File: src/lcar_pkg.sv
`default_nettype none

package lcar_pkg;

   // payload widths fixed by the converter protocol
   localparam int KIND_BITS   = 2;
   localparam int RAW_BITS    = 24;
   localparam int WEIGHT_BITS = 16;
   localparam int TICK_BITS   = 16;
   localparam int RECIP_BITS  = 32;

   // configuration port
   localparam int CSR_INDEX_BITS = 1;
   localparam int CSR_DATA_BITS  = 32;

   localparam logic [CSR_INDEX_BITS-1:0] CSR_SCK_HIGH    = 1'd0;
   localparam logic [CSR_INDEX_BITS-1:0] CSR_SCALE_RECIP = 1'd1;

   localparam logic [TICK_BITS-1:0]  SCK_HIGH_RESET    = 16'd16;
   localparam logic [RECIP_BITS-1:0] SCALE_RECIP_RESET = 32'd9012627;

   // request kinds
   localparam logic [KIND_BITS-1:0] KIND_PLAIN   = 2'd0;
   localparam logic [KIND_BITS-1:0] KIND_TARE    = 2'd1;
   localparam logic [KIND_BITS-1:0] KIND_MEASURE = 2'd2;

   // completion codes
   localparam logic [KIND_BITS-1:0] DONE_NONE   = 2'd0;
   localparam logic [KIND_BITS-1:0] DONE_TARE   = 2'd1;
   localparam logic [KIND_BITS-1:0] DONE_WEIGHT = 2'd2;

   typedef enum logic [1:0] {
      PH_IDLE,
      PH_WAIT,
      PH_HIGH,
      PH_LOW
   } phase_type;

   typedef struct packed {
      logic                   sck_level;
      logic                   busy_res;
      logic [KIND_BITS-1:0]   done_kind;
      logic [RAW_BITS-1:0]    raw_code;
      logic [WEIGHT_BITS-1:0] weight;
   } result_type;

endpackage

`default_nettype wire

File: src/lcar_req_if.sv
`default_nettype none

interface lcar_req_if;

   logic                           valid;
   logic                           ready;
   logic [lcar_pkg::KIND_BITS-1:0] kind;
   logic                           dout_level;

   modport source (output valid, output kind, output dout_level, input ready);
   modport sink   (input valid, input kind, input dout_level, output ready);

endinterface

`default_nettype wire

File: src/lcar_rsp_if.sv
`default_nettype none

interface lcar_rsp_if;

   logic                             valid;
   logic                             ready;
   logic                             sck_level;
   logic                             busy_res;
   logic [lcar_pkg::KIND_BITS-1:0]   done_kind;
   logic [lcar_pkg::RAW_BITS-1:0]    raw_code;
   logic [lcar_pkg::WEIGHT_BITS-1:0] weight;

   modport source (
      output valid, output sck_level, output busy_res, output done_kind,
      output raw_code, output weight, input ready
   );
   modport sink (
      input valid, input sck_level, input busy_res, input done_kind,
      input raw_code, input weight, output ready
   );

endinterface

`default_nettype wire

File: src/lcar_scaler.sv
`default_nettype none

// scales the assembled code by the Q0.32 reciprocal; the result is held in a
// register and is stable by the final low tick, since a full high phase
// always separates the last data sample from the completing tick
module lcar_scaler #(
   parameter int DATA_BITS = 24
) (
   input  wire logic                                clock,
   input  wire logic                                step,
   input  wire logic [DATA_BITS-1:0]                code,
   input  wire logic [lcar_pkg::RECIP_BITS-1:0]     recip,
   output logic      [lcar_pkg::WEIGHT_BITS-1:0]    scaled
);

   localparam int PROD_BITS = 2 * lcar_pkg::RECIP_BITS;
   localparam int RB        = lcar_pkg::RECIP_BITS;
   localparam int WB        = lcar_pkg::WEIGHT_BITS;

   logic [RB-1:0]        code_ext;
   logic [PROD_BITS-1:0] product;
   logic [WB-1:0]        scaled_in;
   logic [WB-1:0]        scaled_ff;

   // product, integer part, saturate to the weight width
   always_comb begin
      code_ext  = RB'(code);
      product   = code_ext * recip;
      scaled_in = (|product[PROD_BITS-1:RB+WB]) ? {WB{1'b1}} : product[RB+WB-1:RB];
   end

   always_ff @(posedge clock) begin
      if (step) begin
         scaled_ff <= scaled_in;
      end
   end

   assign scaled = scaled_ff;

endmodule

`default_nettype wire

File: src/lcar_ctrl.sv
`default_nettype none

// read sequencer: waits for data ready, clocks the code out, applies tare
module lcar_ctrl #(
   parameter int DATA_BITS = 24
) (
   input  wire logic                                clock,
   input  wire logic                                reset,
   input  wire logic                                step,
   input  wire logic [lcar_pkg::KIND_BITS-1:0]      kind,
   input  wire logic                                dout_level,
   input  wire logic [lcar_pkg::TICK_BITS-1:0]      high_ticks,
   input  wire logic [lcar_pkg::WEIGHT_BITS-1:0]    scaled,
   output logic      [DATA_BITS-1:0]                code,
   output lcar_pkg::result_type                     result
);

   localparam int BIT_W = $clog2(DATA_BITS + 1);
   localparam int RAW_W = lcar_pkg::RAW_BITS;
   localparam int WB    = lcar_pkg::WEIGHT_BITS;
   localparam int TB    = lcar_pkg::TICK_BITS;
   localparam int KB    = lcar_pkg::KIND_BITS;

   lcar_pkg::phase_type phase_ff, phase_in;

   logic [KB-1:0]        pending_ff, pending_in;
   logic [BIT_W-1:0]     bit_cnt_ff, bit_cnt_in;
   logic [TB-1:0]        tick_ff, tick_in;
   logic [DATA_BITS-1:0] shift_ff, shift_in;
   logic [WB-1:0]        tare_ff, tare_in;
   logic [WB-1:0]        net_ff, net_in;
   logic [DATA_BITS-1:0] last_code_ff, last_code_in;

   logic [TB-1:0]        tick_inc;
   logic                 bits_done;

   // offset binary view of the assembled code
   assign code      = shift_ff ^ {1'b1, {(DATA_BITS-1){1'b0}}};
   assign bits_done = !(bit_cnt_ff < BIT_W'(DATA_BITS));
   assign tick_inc  = tick_ff + 1'b1;

   // next state
   always_comb begin
      phase_in     = phase_ff;
      pending_in   = pending_ff;
      bit_cnt_in   = bit_cnt_ff;
      tick_in      = tick_ff;
      shift_in     = shift_ff;
      tare_in      = tare_ff;
      net_in       = net_ff;
      last_code_in = last_code_ff;
      unique case (phase_ff)
         lcar_pkg::PH_IDLE: begin
            if (kind == lcar_pkg::KIND_TARE || kind == lcar_pkg::KIND_MEASURE) begin
               pending_in = kind;
               phase_in   = lcar_pkg::PH_WAIT;
            end
         end
         lcar_pkg::PH_WAIT: begin
            if (!dout_level) begin
               phase_in   = lcar_pkg::PH_HIGH;
               tick_in    = '0;
               bit_cnt_in = '0;
               shift_in   = '0;
            end
         end
         lcar_pkg::PH_HIGH: begin
            tick_in = tick_inc;
            if (tick_inc >= high_ticks) begin
               tick_in  = '0;
               phase_in = lcar_pkg::PH_LOW;
            end
         end
         lcar_pkg::PH_LOW: begin
            if (!bits_done) begin
               shift_in   = {shift_ff[DATA_BITS-2:0], dout_level};
               bit_cnt_in = bit_cnt_ff + 1'b1;
               phase_in   = lcar_pkg::PH_HIGH;
            end else begin
               last_code_in = code;
               if (pending_ff == lcar_pkg::KIND_TARE) begin
                  tare_in = scaled;
               end else begin
                  net_in = (scaled >= tare_ff) ? scaled - tare_ff : '0;
               end
               pending_in = lcar_pkg::KIND_PLAIN;
               bit_cnt_in = '0;
               phase_in   = lcar_pkg::PH_IDLE;
            end
         end
         default: begin
            phase_in = lcar_pkg::PH_IDLE;
         end
      endcase
   end

   // outputs for this tick
   always_comb begin
      result.sck_level = (phase_ff == lcar_pkg::PH_HIGH);
      result.busy_res  = (phase_in != lcar_pkg::PH_IDLE);
      result.done_kind = lcar_pkg::DONE_NONE;
      if (phase_ff == lcar_pkg::PH_LOW && bits_done) begin
         result.done_kind = (pending_ff == lcar_pkg::KIND_TARE) ?
                            lcar_pkg::DONE_TARE : lcar_pkg::DONE_WEIGHT;
      end
      result.raw_code = RAW_W'(last_code_in);
      result.weight   = net_in;
   end

   // sequencer state
   always_ff @(posedge clock) begin
      if (reset) begin
         phase_ff     <= lcar_pkg::PH_IDLE;
         pending_ff   <= lcar_pkg::KIND_PLAIN;
         bit_cnt_ff   <= '0;
         tick_ff      <= '0;
         shift_ff     <= '0;
         tare_ff      <= '0;
         net_ff       <= '0;
         last_code_ff <= '0;
      end else if (step) begin
         phase_ff     <= phase_in;
         pending_ff   <= pending_in;
         bit_cnt_ff   <= bit_cnt_in;
         tick_ff      <= tick_in;
         shift_ff     <= shift_in;
         tare_ff      <= tare_in;
         net_ff       <= net_in;
         last_code_ff <= last_code_in;
      end
   end

endmodule

`default_nettype wire

File: src/load_cell_adc_reader_tare.sv
// Each accepted request beat is registered, and its response beat follows in the next cycle.
// Throughput: one beat per cycle; the response register frees as it drains,
// so a beat is taken on every cycle in which the response side is not stalled.
// Reset (synchronous): sequencer goes idle, tare and weight clear, config
// registers return to 16 high ticks and the default scale reciprocal.
`default_nettype none

module load_cell_adc_reader_tare #(
   parameter int DATA_BITS = 24
) (
   input  wire logic                                  clock,
   input  wire logic                                  reset,
   lcar_req_if.sink                                   req_bus,
   lcar_rsp_if.source                                 rsp_bus,
   input  wire logic                                  csr_wr_en,
   input  wire logic [lcar_pkg::CSR_INDEX_BITS-1:0]   csr_index,
   input  wire logic [lcar_pkg::CSR_DATA_BITS-1:0]    csr_wr_data
);

   localparam int TB = lcar_pkg::TICK_BITS;
   localparam int RB = lcar_pkg::RECIP_BITS;

   logic [TB-1:0] sck_high_ff, sck_high_in;
   logic [RB-1:0] recip_ff, recip_in;
   logic [TB-1:0] high_eff;

   logic                              accept;
   logic [DATA_BITS-1:0]              code;
   logic [lcar_pkg::WEIGHT_BITS-1:0]  scaled;
   lcar_pkg::result_type              result;
   lcar_pkg::result_type              rsp_data_ff;
   logic                              rsp_valid_ff, rsp_valid_in;

   // register writes
   always_comb begin
      sck_high_in = sck_high_ff;
      recip_in    = recip_ff;
      if (csr_wr_en) begin
         unique case (csr_index)
            lcar_pkg::CSR_SCK_HIGH:    sck_high_in = csr_wr_data[TB-1:0];
            lcar_pkg::CSR_SCALE_RECIP: recip_in    = csr_wr_data[RB-1:0];
            default: begin
            end
         endcase
      end
   end

   always_ff @(posedge clock) begin
      if (reset) begin
         sck_high_ff <= lcar_pkg::SCK_HIGH_RESET;
         recip_ff    <= lcar_pkg::SCALE_RECIP_RESET;
      end else begin
         sck_high_ff <= sck_high_in;
         recip_ff    <= recip_in;
      end
   end

   // zero high time behaves as one tick
   assign high_eff = (sck_high_ff == '0) ? TB'(1) : sck_high_ff;

   // beat handshake
   assign req_bus.ready = !rsp_valid_ff || rsp_bus.ready;
   assign accept        = req_bus.valid && req_bus.ready;
   assign rsp_valid_in  = accept || (rsp_valid_ff && !rsp_bus.ready);

   lcar_ctrl #(
      .DATA_BITS (DATA_BITS)
   ) u_ctrl (
      .clock      (clock),
      .reset      (reset),
      .step       (accept),
      .kind       (req_bus.kind),
      .dout_level (req_bus.dout_level),
      .high_ticks (high_eff),
      .scaled     (scaled),
      .code       (code),
      .result     (result)
   );

   lcar_scaler #(
      .DATA_BITS (DATA_BITS)
   ) u_scaler (
      .clock  (clock),
      .step   (accept),
      .code   (code),
      .recip  (recip_ff),
      .scaled (scaled)
   );

   // response register
   always_ff @(posedge clock) begin
      if (reset) begin
         rsp_valid_ff <= 1'b0;
      end else begin
         rsp_valid_ff <= rsp_valid_in;
      end
   end

   always_ff @(posedge clock) begin
      if (accept) begin
         rsp_data_ff <= result;
      end
   end

   assign rsp_bus.valid     = rsp_valid_ff;
   assign rsp_bus.sck_level = rsp_data_ff.sck_level;
   assign rsp_bus.busy_res  = rsp_data_ff.busy_res;
   assign rsp_bus.done_kind = rsp_data_ff.done_kind;
   assign rsp_bus.raw_code  = rsp_data_ff.raw_code;
   assign rsp_bus.weight    = rsp_data_ff.weight;

endmodule

`default_nettype wire
File: src/flat_wrapper.sv
// flat-port wrapper written by rule: the top's interface ports become plain ports
module load_cell_adc_reader_tare_flat 
#(
   parameter int DATA_BITS = 24
)
  (clock, reset, csr_wr_en, csr_index, csr_wr_data, req_bus_valid, req_bus_kind, req_bus_dout_level, req_bus_ready, rsp_bus_valid, rsp_bus_sck_level, rsp_bus_busy_res, rsp_bus_done_kind, rsp_bus_raw_code, rsp_bus_weight, rsp_bus_ready);
  lcar_req_if req_bus_i ();
  lcar_rsp_if rsp_bus_i ();
  input  wire logic clock;
  input  wire logic reset;
  input  wire logic csr_wr_en;
  input  wire logic [lcar_pkg::CSR_INDEX_BITS-1:0] csr_index;
  input  wire logic [lcar_pkg::CSR_DATA_BITS-1:0] csr_wr_data;
  input wire logic [$bits(req_bus_i.valid)-1:0] req_bus_valid;
  input wire logic [$bits(req_bus_i.kind)-1:0] req_bus_kind;
  input wire logic [$bits(req_bus_i.dout_level)-1:0] req_bus_dout_level;
  output wire logic [$bits(req_bus_i.ready)-1:0] req_bus_ready;
  output wire logic [$bits(rsp_bus_i.valid)-1:0] rsp_bus_valid;
  output wire logic [$bits(rsp_bus_i.sck_level)-1:0] rsp_bus_sck_level;
  output wire logic [$bits(rsp_bus_i.busy_res)-1:0] rsp_bus_busy_res;
  output wire logic [$bits(rsp_bus_i.done_kind)-1:0] rsp_bus_done_kind;
  output wire logic [$bits(rsp_bus_i.raw_code)-1:0] rsp_bus_raw_code;
  output wire logic [$bits(rsp_bus_i.weight)-1:0] rsp_bus_weight;
  input wire logic [$bits(rsp_bus_i.ready)-1:0] rsp_bus_ready;
  assign req_bus_i.valid = req_bus_valid;
  assign req_bus_i.kind = req_bus_kind;
  assign req_bus_i.dout_level = req_bus_dout_level;
  assign req_bus_ready = req_bus_i.ready;
  assign rsp_bus_valid = rsp_bus_i.valid;
  assign rsp_bus_sck_level = rsp_bus_i.sck_level;
  assign rsp_bus_busy_res = rsp_bus_i.busy_res;
  assign rsp_bus_done_kind = rsp_bus_i.done_kind;
  assign rsp_bus_raw_code = rsp_bus_i.raw_code;
  assign rsp_bus_weight = rsp_bus_i.weight;
  assign rsp_bus_i.ready = rsp_bus_ready;
  load_cell_adc_reader_tare #(.DATA_BITS(DATA_BITS)) u_core (.clock(clock), .reset(reset), .req_bus(req_bus_i), .rsp_bus(rsp_bus_i), .csr_wr_en(csr_wr_en), .csr_index(csr_index), .csr_wr_data(csr_wr_data));
endmodule
File: config.mk
export PLATFORM = sky130hd
export DESIGN_NAME = load_cell_adc_reader_tare_flat
export DESIGN_NICKNAME = d
export VERILOG_FILES = /design/src/lcar_pkg.sv /design/src/lcar_req_if.sv /design/src/lcar_rsp_if.sv /design/src/lcar_scaler.sv /design/src/lcar_ctrl.sv /design/src/load_cell_adc_reader_tare.sv /design/src/flat_wrapper.sv
export SDC_FILE = /design/constraint.sdc
export NUM_CORES = 2
export LEC_CHECK = 0
export BUFFER_PORTS_ARGS = -buffer_cell sky130_fd_sc_hd__buf_4
export CAP_MARGIN = 25
export CORE_MARGIN = 2
export CORE_UTILIZATION = 55
export DETAILED_ROUTE_END_ITERATION = 12
export PLACE_DENSITY = 0.75
export SLEW_MARGIN = 25
export SYNTH_ARGS = -nofsm -noshare
export SYNTH_HDL_FRONTEND = slang
export SYNTH_SLANG_ARGS = --single-unit
File: constraint.sdc
create_clock -name clock -period 6.8 [get_ports clock]
set_input_delay 1.02 -clock clock [delete_from_list [all_inputs] [get_ports clock]]
set_output_delay 1.02 -clock clock [all_outputs]
set_load 0.02 [all_outputs]
### Yosys cells after proc, flatten, opt, wreduce, memory -nomap -nowiden

Index checks and enable logic that the tools add are counted.

* bits in registers: 214
* word-level logic and storage cells: 85
* input port bits: 41
* output and inout port bits: 46

* mux-type cells: 25
* multipliers: 1
* bitwise gates (word level): 3
* reduce and logical (&&, ||, !) cells: 23
* add/sub/neg operators: 3
* magnitude comparators: 3
* equality and inequality tests: 10

Operator list (count)
* two-way mux 16 bit: 7
* two-way mux 24 bit: 4
* multiplier 24 x 32 -> 56 bit: 1
* case mux 24 bit (2 select lines): 1
* greater-or-equal comparator 16 bit: 2
* case mux 16 bit (2 select lines): 1
* adder 16 x 1 -> 16 bit (second input constant): 1
* logical NOT 16 bit: 1
* subtractor 16 bit: 1
* two-way mux 2 bit: 7
* AND reduction 4 bit: 3
* two-way mux 5 bit: 2
* case mux 5 bit (2 select lines): 1
* inequality test 2 bit (second input constant): 4
* case mux 2 bit (4 select lines): 1
* nonzero test 2 bit: 4
* OR reduction 8 bit: 1
* == test 2 x 1 -> 1 bit (second input constant): 3
* == test 2 bit (second input constant): 3
* AND reduction 3 bit: 2
* adder 5 x 1 -> 5 bit (second input constant): 1
* less-than comparator 5 bit (second input constant): 1
* case mux 2 bit (2 select lines): 1
* AND reduction 2 bit: 2
* other kinds (5): 13

### Longest topological paths before layout

* depth after elaboration: 6
* depth in mapped cells: 29
* depth with buffers taken out: 25

### Cells and area by module

Synthesis repeated with hierarchy kept, for this count alone.

* cells, all modules: 3961
* area total of the unflattened synthesis: 34916.0 um^2

By module, submodules not included
* lcar_scaler: sequential area each 480.5 um^2, instances 1, cells an instance 2837, area each 25441.9 um^2
* lcar_ctrl: sequential area each 2102.0 um^2, instances 1, cells an instance 843, area each 6288.5 um^2
* load_cell_adc_reader_tare: sequential area each 2302.2 um^2, instances 1, cells an instance 281, area each 3185.6 um^2

### Worst setup path after synthesis

Ideal clock, no wire load.

* kind: flip-flop to flip-flop
* start point: register u_core.u_ctrl.shift_ff[3]
* end point: register u_core.u_scaler.scaled_ff[8], in the netlist u_core.u_scaler.scaled[8] (data pin)
* library setup time: 0.255 ns
* cell stages (with the launch flop): 28
* arrival: 6.902 ns
* clock period less this slack: 7.158 ns
* buffers on the path: 4
* slack: -0.358 ns
* required time: 6.545 ns
* cell sequence: dfxtp_1 > clkbuf_1 > clkbuf_1 > nand2_1 > fa_1 > inv_1 > fa_1 > inv_1 > fa_1 > inv_1 > fa_1 > fa_1 > fa_1 > inv_1 > fa_1 > inv_1 > ha_1 > buf_2 > a21oi_1 > o21ai_1 > a311oi_1 > o221ai_1 > inv_1 > a21boi_1 > a2111o_1 > a2111oi_4 > buf_6 > nand2_1

* cells in the longest elaborated chain, start to end: 2

Ends and longest elaborated chain
* from (decl): RTL line lcar_ctrl.sv:29 `logic [DATA_BITS-1:0] shift_ff, shift_in;`
* from (signal assigned): RTL line lcar_ctrl.sv:126 `shift_ff <= shift_in;`
* multiplier 24 x 32 -> 56 bit *: RTL line lcar_scaler.sv:28 `product = code_ext * recip;`
* OR reduction 8 bit: RTL line lcar_scaler.sv:29 `scaled_in = (|product[PROD_BITS-1:RB+WB]) ? {WB{1'b1}} : product[RB+WB-1:RB];`
* to (signal assigned): RTL line lcar_scaler.sv:34 `scaled_ff <= scaled_in;`
* to (decl): RTL line lcar_scaler.sv:23 `logic [WB-1:0] scaled_ff;`

Mark *: on every way between the ends. The rest lies on a longest branch, timed or not.
A chain may end at the register's enable or synchronous reset.

### Worst setup path in the final report

* start point: register u_core.recip_ff[16]
* end point: register u_core.u_scaler.scaled_ff[10], in the netlist u_core.u_scaler.scaled[10] (data pin)

* cells in the longest elaborated chain, start to end: 2

Ends and longest elaborated chain
* from (decl): RTL line load_cell_adc_reader_tare.sv:24 `logic [RB-1:0] recip_ff, recip_in;`
* from (signal assigned): RTL line load_cell_adc_reader_tare.sv:51 `recip_ff <= lcar_pkg::SCALE_RECIP_RESET;`
* from (signal assigned): RTL line load_cell_adc_reader_tare.sv:54 `recip_ff <= recip_in;`
* multiplier 24 x 32 -> 56 bit *: RTL line lcar_scaler.sv:28
* OR reduction 8 bit: RTL line lcar_scaler.sv:29

Marked as above.

==> flow_summary_export.csv <==
group,metric,value,unit
floorplanning,start_util,55.69,%
grt,grt_pass1_vias,27720,
sta,finalSetupViolations,16,
yosys,async_flop_share,0,%
finish,area_growth,16.49,%
finish,drive_above_1_share,15.01,%
setup_path,path_max_fanout,6,
floorplanning,fp-row-count,90,
yosys,ys_seq_area_share,14.53,%
sta,whs,454.7,ps
sta,min_period_over_period,108.1,%
placement,gp_congestion,0.9170,
yosys,ys_warn_count,0,
sta,max_freq,0.1360,GHz
detailed_routing,antenna_left,0,
sta,layout_setup_ws,-552.2,ps
clock_tree,clockBufferDepth,3,
sta,slew_headroom,36.46,%
yosys,synth_ff_type,"dfxtp_1",
yosys,synth_edf_count,60,
floorplanning,dieArea,63110,um^2
job,drv_cap,0,
grt,antenna_found_initial,1,
detailed_routing,via_per_inst,5.494,
setup_path,critPathKind,"flop to flop",
sta,fin_skew,12.11,ps
pwr,vdd_drop_max,0.1576,mV
yosys,synthCells,3831,
sta,hold_viol_final,0,
yosys,yosysUniqueCellTypes,69,
finish,antenna-diode-count,0,
run_status,failed_checks,"setup timing",
pwr,pwr-share-clk,37.5,%
grt,grt.overflow.total,0,
clock_tree,cts_tree,"built",
sta,min_period,7352,ps
pwr,seq_power_share,44.0,%
setup_path,cp-end-kind,"flop",
detailed_routing,first_iter_violations,2332,
setup_path,arrival,7640,ps
yosys,syn_avg_cell_area,8.774,um^2
floorplanning,die_w,251.2,um
placement,port_buffers,86,
grt,grt_pass1_wl,145.8,mm
detailed_routing,routedWlPerCell,18.36,um
grt,grt_max_degree,91,
setup_path,cp.required,7090,ps
setup_path,start_kind,"flop",
hold_path,hold_class,"flop to flop",
grt,grt_usage,29.05,%
finish,fillCellCount,4771,
sta,tightest_slew,953.0,ps
pwr,leakagePower,18.89,nW
clock_tree,hold_buffers,0,
detailed_routing,drc,0,
clock_tree,cts_buffers,23,
floorplanning,core,60360,um^2
sta,tns,-8599,ps
sta,finalMaxSlewViolations,0,
yosys,synth_nets,4742,
pwr,pwr-share-comb,18.5,%
placement,dpl.hpwl,70.83,mm
detailed_routing,vias,26840,
run_status,outcome,"finished with violations",
clock_tree,clock_sinks,214,
pwr,power.density,82.43,nW/um^2
finish,nets,4997,
clock_tree,clock-root-buffer,"clkbuf_16",
sta,rsz0062_at_grt,"true",
detailed_routing,wl,89.71,mm
floorplanning,die_h,251.2,um
yosys,netlist_area,33610,um^2
yosys,ys_seq_elements,214,
detailed_routing,drt-pass1-iter-count,8,
clock_tree,path_clk_slew,60,ps
pwr,internal_power,2.266,mW
finish,multiInputGateArea,25680,um^2
floorplanning,pin_count,87,
pwr,p_switching,961.6,uW
clock_tree,clk_latency,550,ps
clock_tree,htreeDepth,1,
pwr,swShare,29.79,%
finish,seqCellArea,4965,um^2
## cells by family after synthesis
logic type	synth area share (%)
and+or+nand+nor	20.32
buffers and inverters	10.60
adders and majority gates	47.08
AOI/OAI and AO/OA	6.257
DFF	14.53
xor gates and xnor gates	1.120
muxes	0.09305
## what timing repair did
item,CTS,global route
pin swaps,55,58
gates resized for setup,87,75
hold endpoints to repair,0,0
setup buffers,19,24
setup endpoints to repair,16,16
cloned,4,2
## registers in the layout (all words and copies together) (netlist names), 16 cells and up
name                        flops
u_core.u_ctrl.tick_ff          16
u_core.u_ctrl.tare_ff          16
u_core.u_ctrl.net_ff           16
u_core.u_ctrl.shift_ff         24
u_core.u_scaler.scaled         16
u_core.recip_ff                32
u_core.rsp_bus.weight          16
u_core.u_ctrl.last_code_ff     24
u_core.rsp_bus.raw_code        24
u_core.sck_high_ff             16
## power by group through the flow
stage | clock network, mW | logic [mW] | registers, mW
2_1_floorplan | 0 | 0.301 | 1.45
3_3_place_gp | 0 | 0.545 | 1.45
3_5_place_dp | 0 | 0.550 | 1.45
4_1_cts | 1.22 | 0.567 | 1.42
5_1_grt | 1.28 | 0.643 | 1.42
6_report | 1.21 | 0.597 | 1.42
## final timing paths
check	endpoint	slack (ps)	cells after the start	startpoint
worst min-delay path	u_core.u_ctrl.tare_ff[7]	450	2	u_core.u_ctrl.tare_ff[7]
worst max-delay path	u_core.u_scaler.scaled[10]	-550	24	u_core.recip_ff[16]
worst min register to register	u_core.u_ctrl.tare_ff[7]	450	2	u_core.u_ctrl.tare_ff[7]
worst max register to register	u_core.u_scaler.scaled[10]	-550	24	u_core.recip_ff[16]
## through the flow
step	setup WS, ps	util, %	total power [mW]	std cells	instance area, um^2
floorplan	1.829	-	1.748	3831	34000
CTS	-446.3	64.07	3.207	4860	38670
global placement	-659.2	61.94	1.994	4796	37390
detailed placement	-738.1	61.95	2.001	4796	37390
global route	-760.5	64.88	3.343	4885	39160
finish	-552.2	64.88	3.228	4885	39160
## layout by cell type (no fill, tap or decap), types with 15 or more instances in the layout
cell type  instances
a21oi_1          146
ha_1             193
nand2b_1          20
nor3_1            44
nand3_1           52
nor2_1           106
buf_12            48
buf_6             16
o21ai_0           39
dfxtp_4           17
nor2b_1           38
a21o_1            23
nand2_1          664
xnor2_1           26
fa_1             635
edfxtp_1          60
clkbuf_16         26
inv_1            736
nand4_1           15
and2_1           400
fa_2              23
xor2_1            17
buf_4            361
dfxtp_1          124
ha_4              17
## worst max-delay path: stages (launching register included)
cell,delay (ps)
dfxtp_2,330
buf_12,140
buf_4,180
and2_1,170
fa_1,490
fa_1,540
inv_1,60
fa_2,410
fa_1,540
inv_1,50
fa_1,450
fa_1,550
fa_1,620
ha_4,240
a211oi_2,260
o21ai_1,90
o22ai_1,230
o211ai_1,230
a221oi_2,380
a21oi_2,100
mux2_4,320
a2111oi_4,340
buf_4,190
buf_6,120
nand2_2,50
## synthesized netlist by cell type (15+ instances only)
master      n  area share (%)
a21oi_1   154             2.3
ha_1      212             7.9
o21ai_0    48            0.71
nand2b_1   20            0.37
clkbuf_1  196             2.2
nor2b_1    40            0.74
dfxtp_1   154             9.2
a21o_1     23            0.51
nand4_1    15            0.28
nor3_1     46            0.68
edfxtp_1   60             5.4
nand2_1   677             7.6
nor2_1    109             1.2
nand3_1    55            0.82
fa_1      658              39
inv_1     743             8.3
xnor2_1    26            0.68
xor2_1     17            0.44
and2_1    404             7.5
## area by class of cell
class | instances | area share, %
Multi-Input combinational cell | 2670 | 65.59
Sequential cell | 214 | 12.68
Timing Repair Buffer | 433 | 10.28
Inverter | 744 | 7.135
Tap cell | 782 | 2.499
Clock buffer | 27 | 1.562
Clock inverter | 15 | 0.2620
## metal layers
layer,wire length [um],vias to the layer above,track usage [%]
li1,-,12050,-
met2,42560,1092,47.15
met3,7075,210,4.835
met1,36260,13490,39.87
met4,3812,2,9.813
met5,10,-,0
Power figures use the tool's default switching activity.
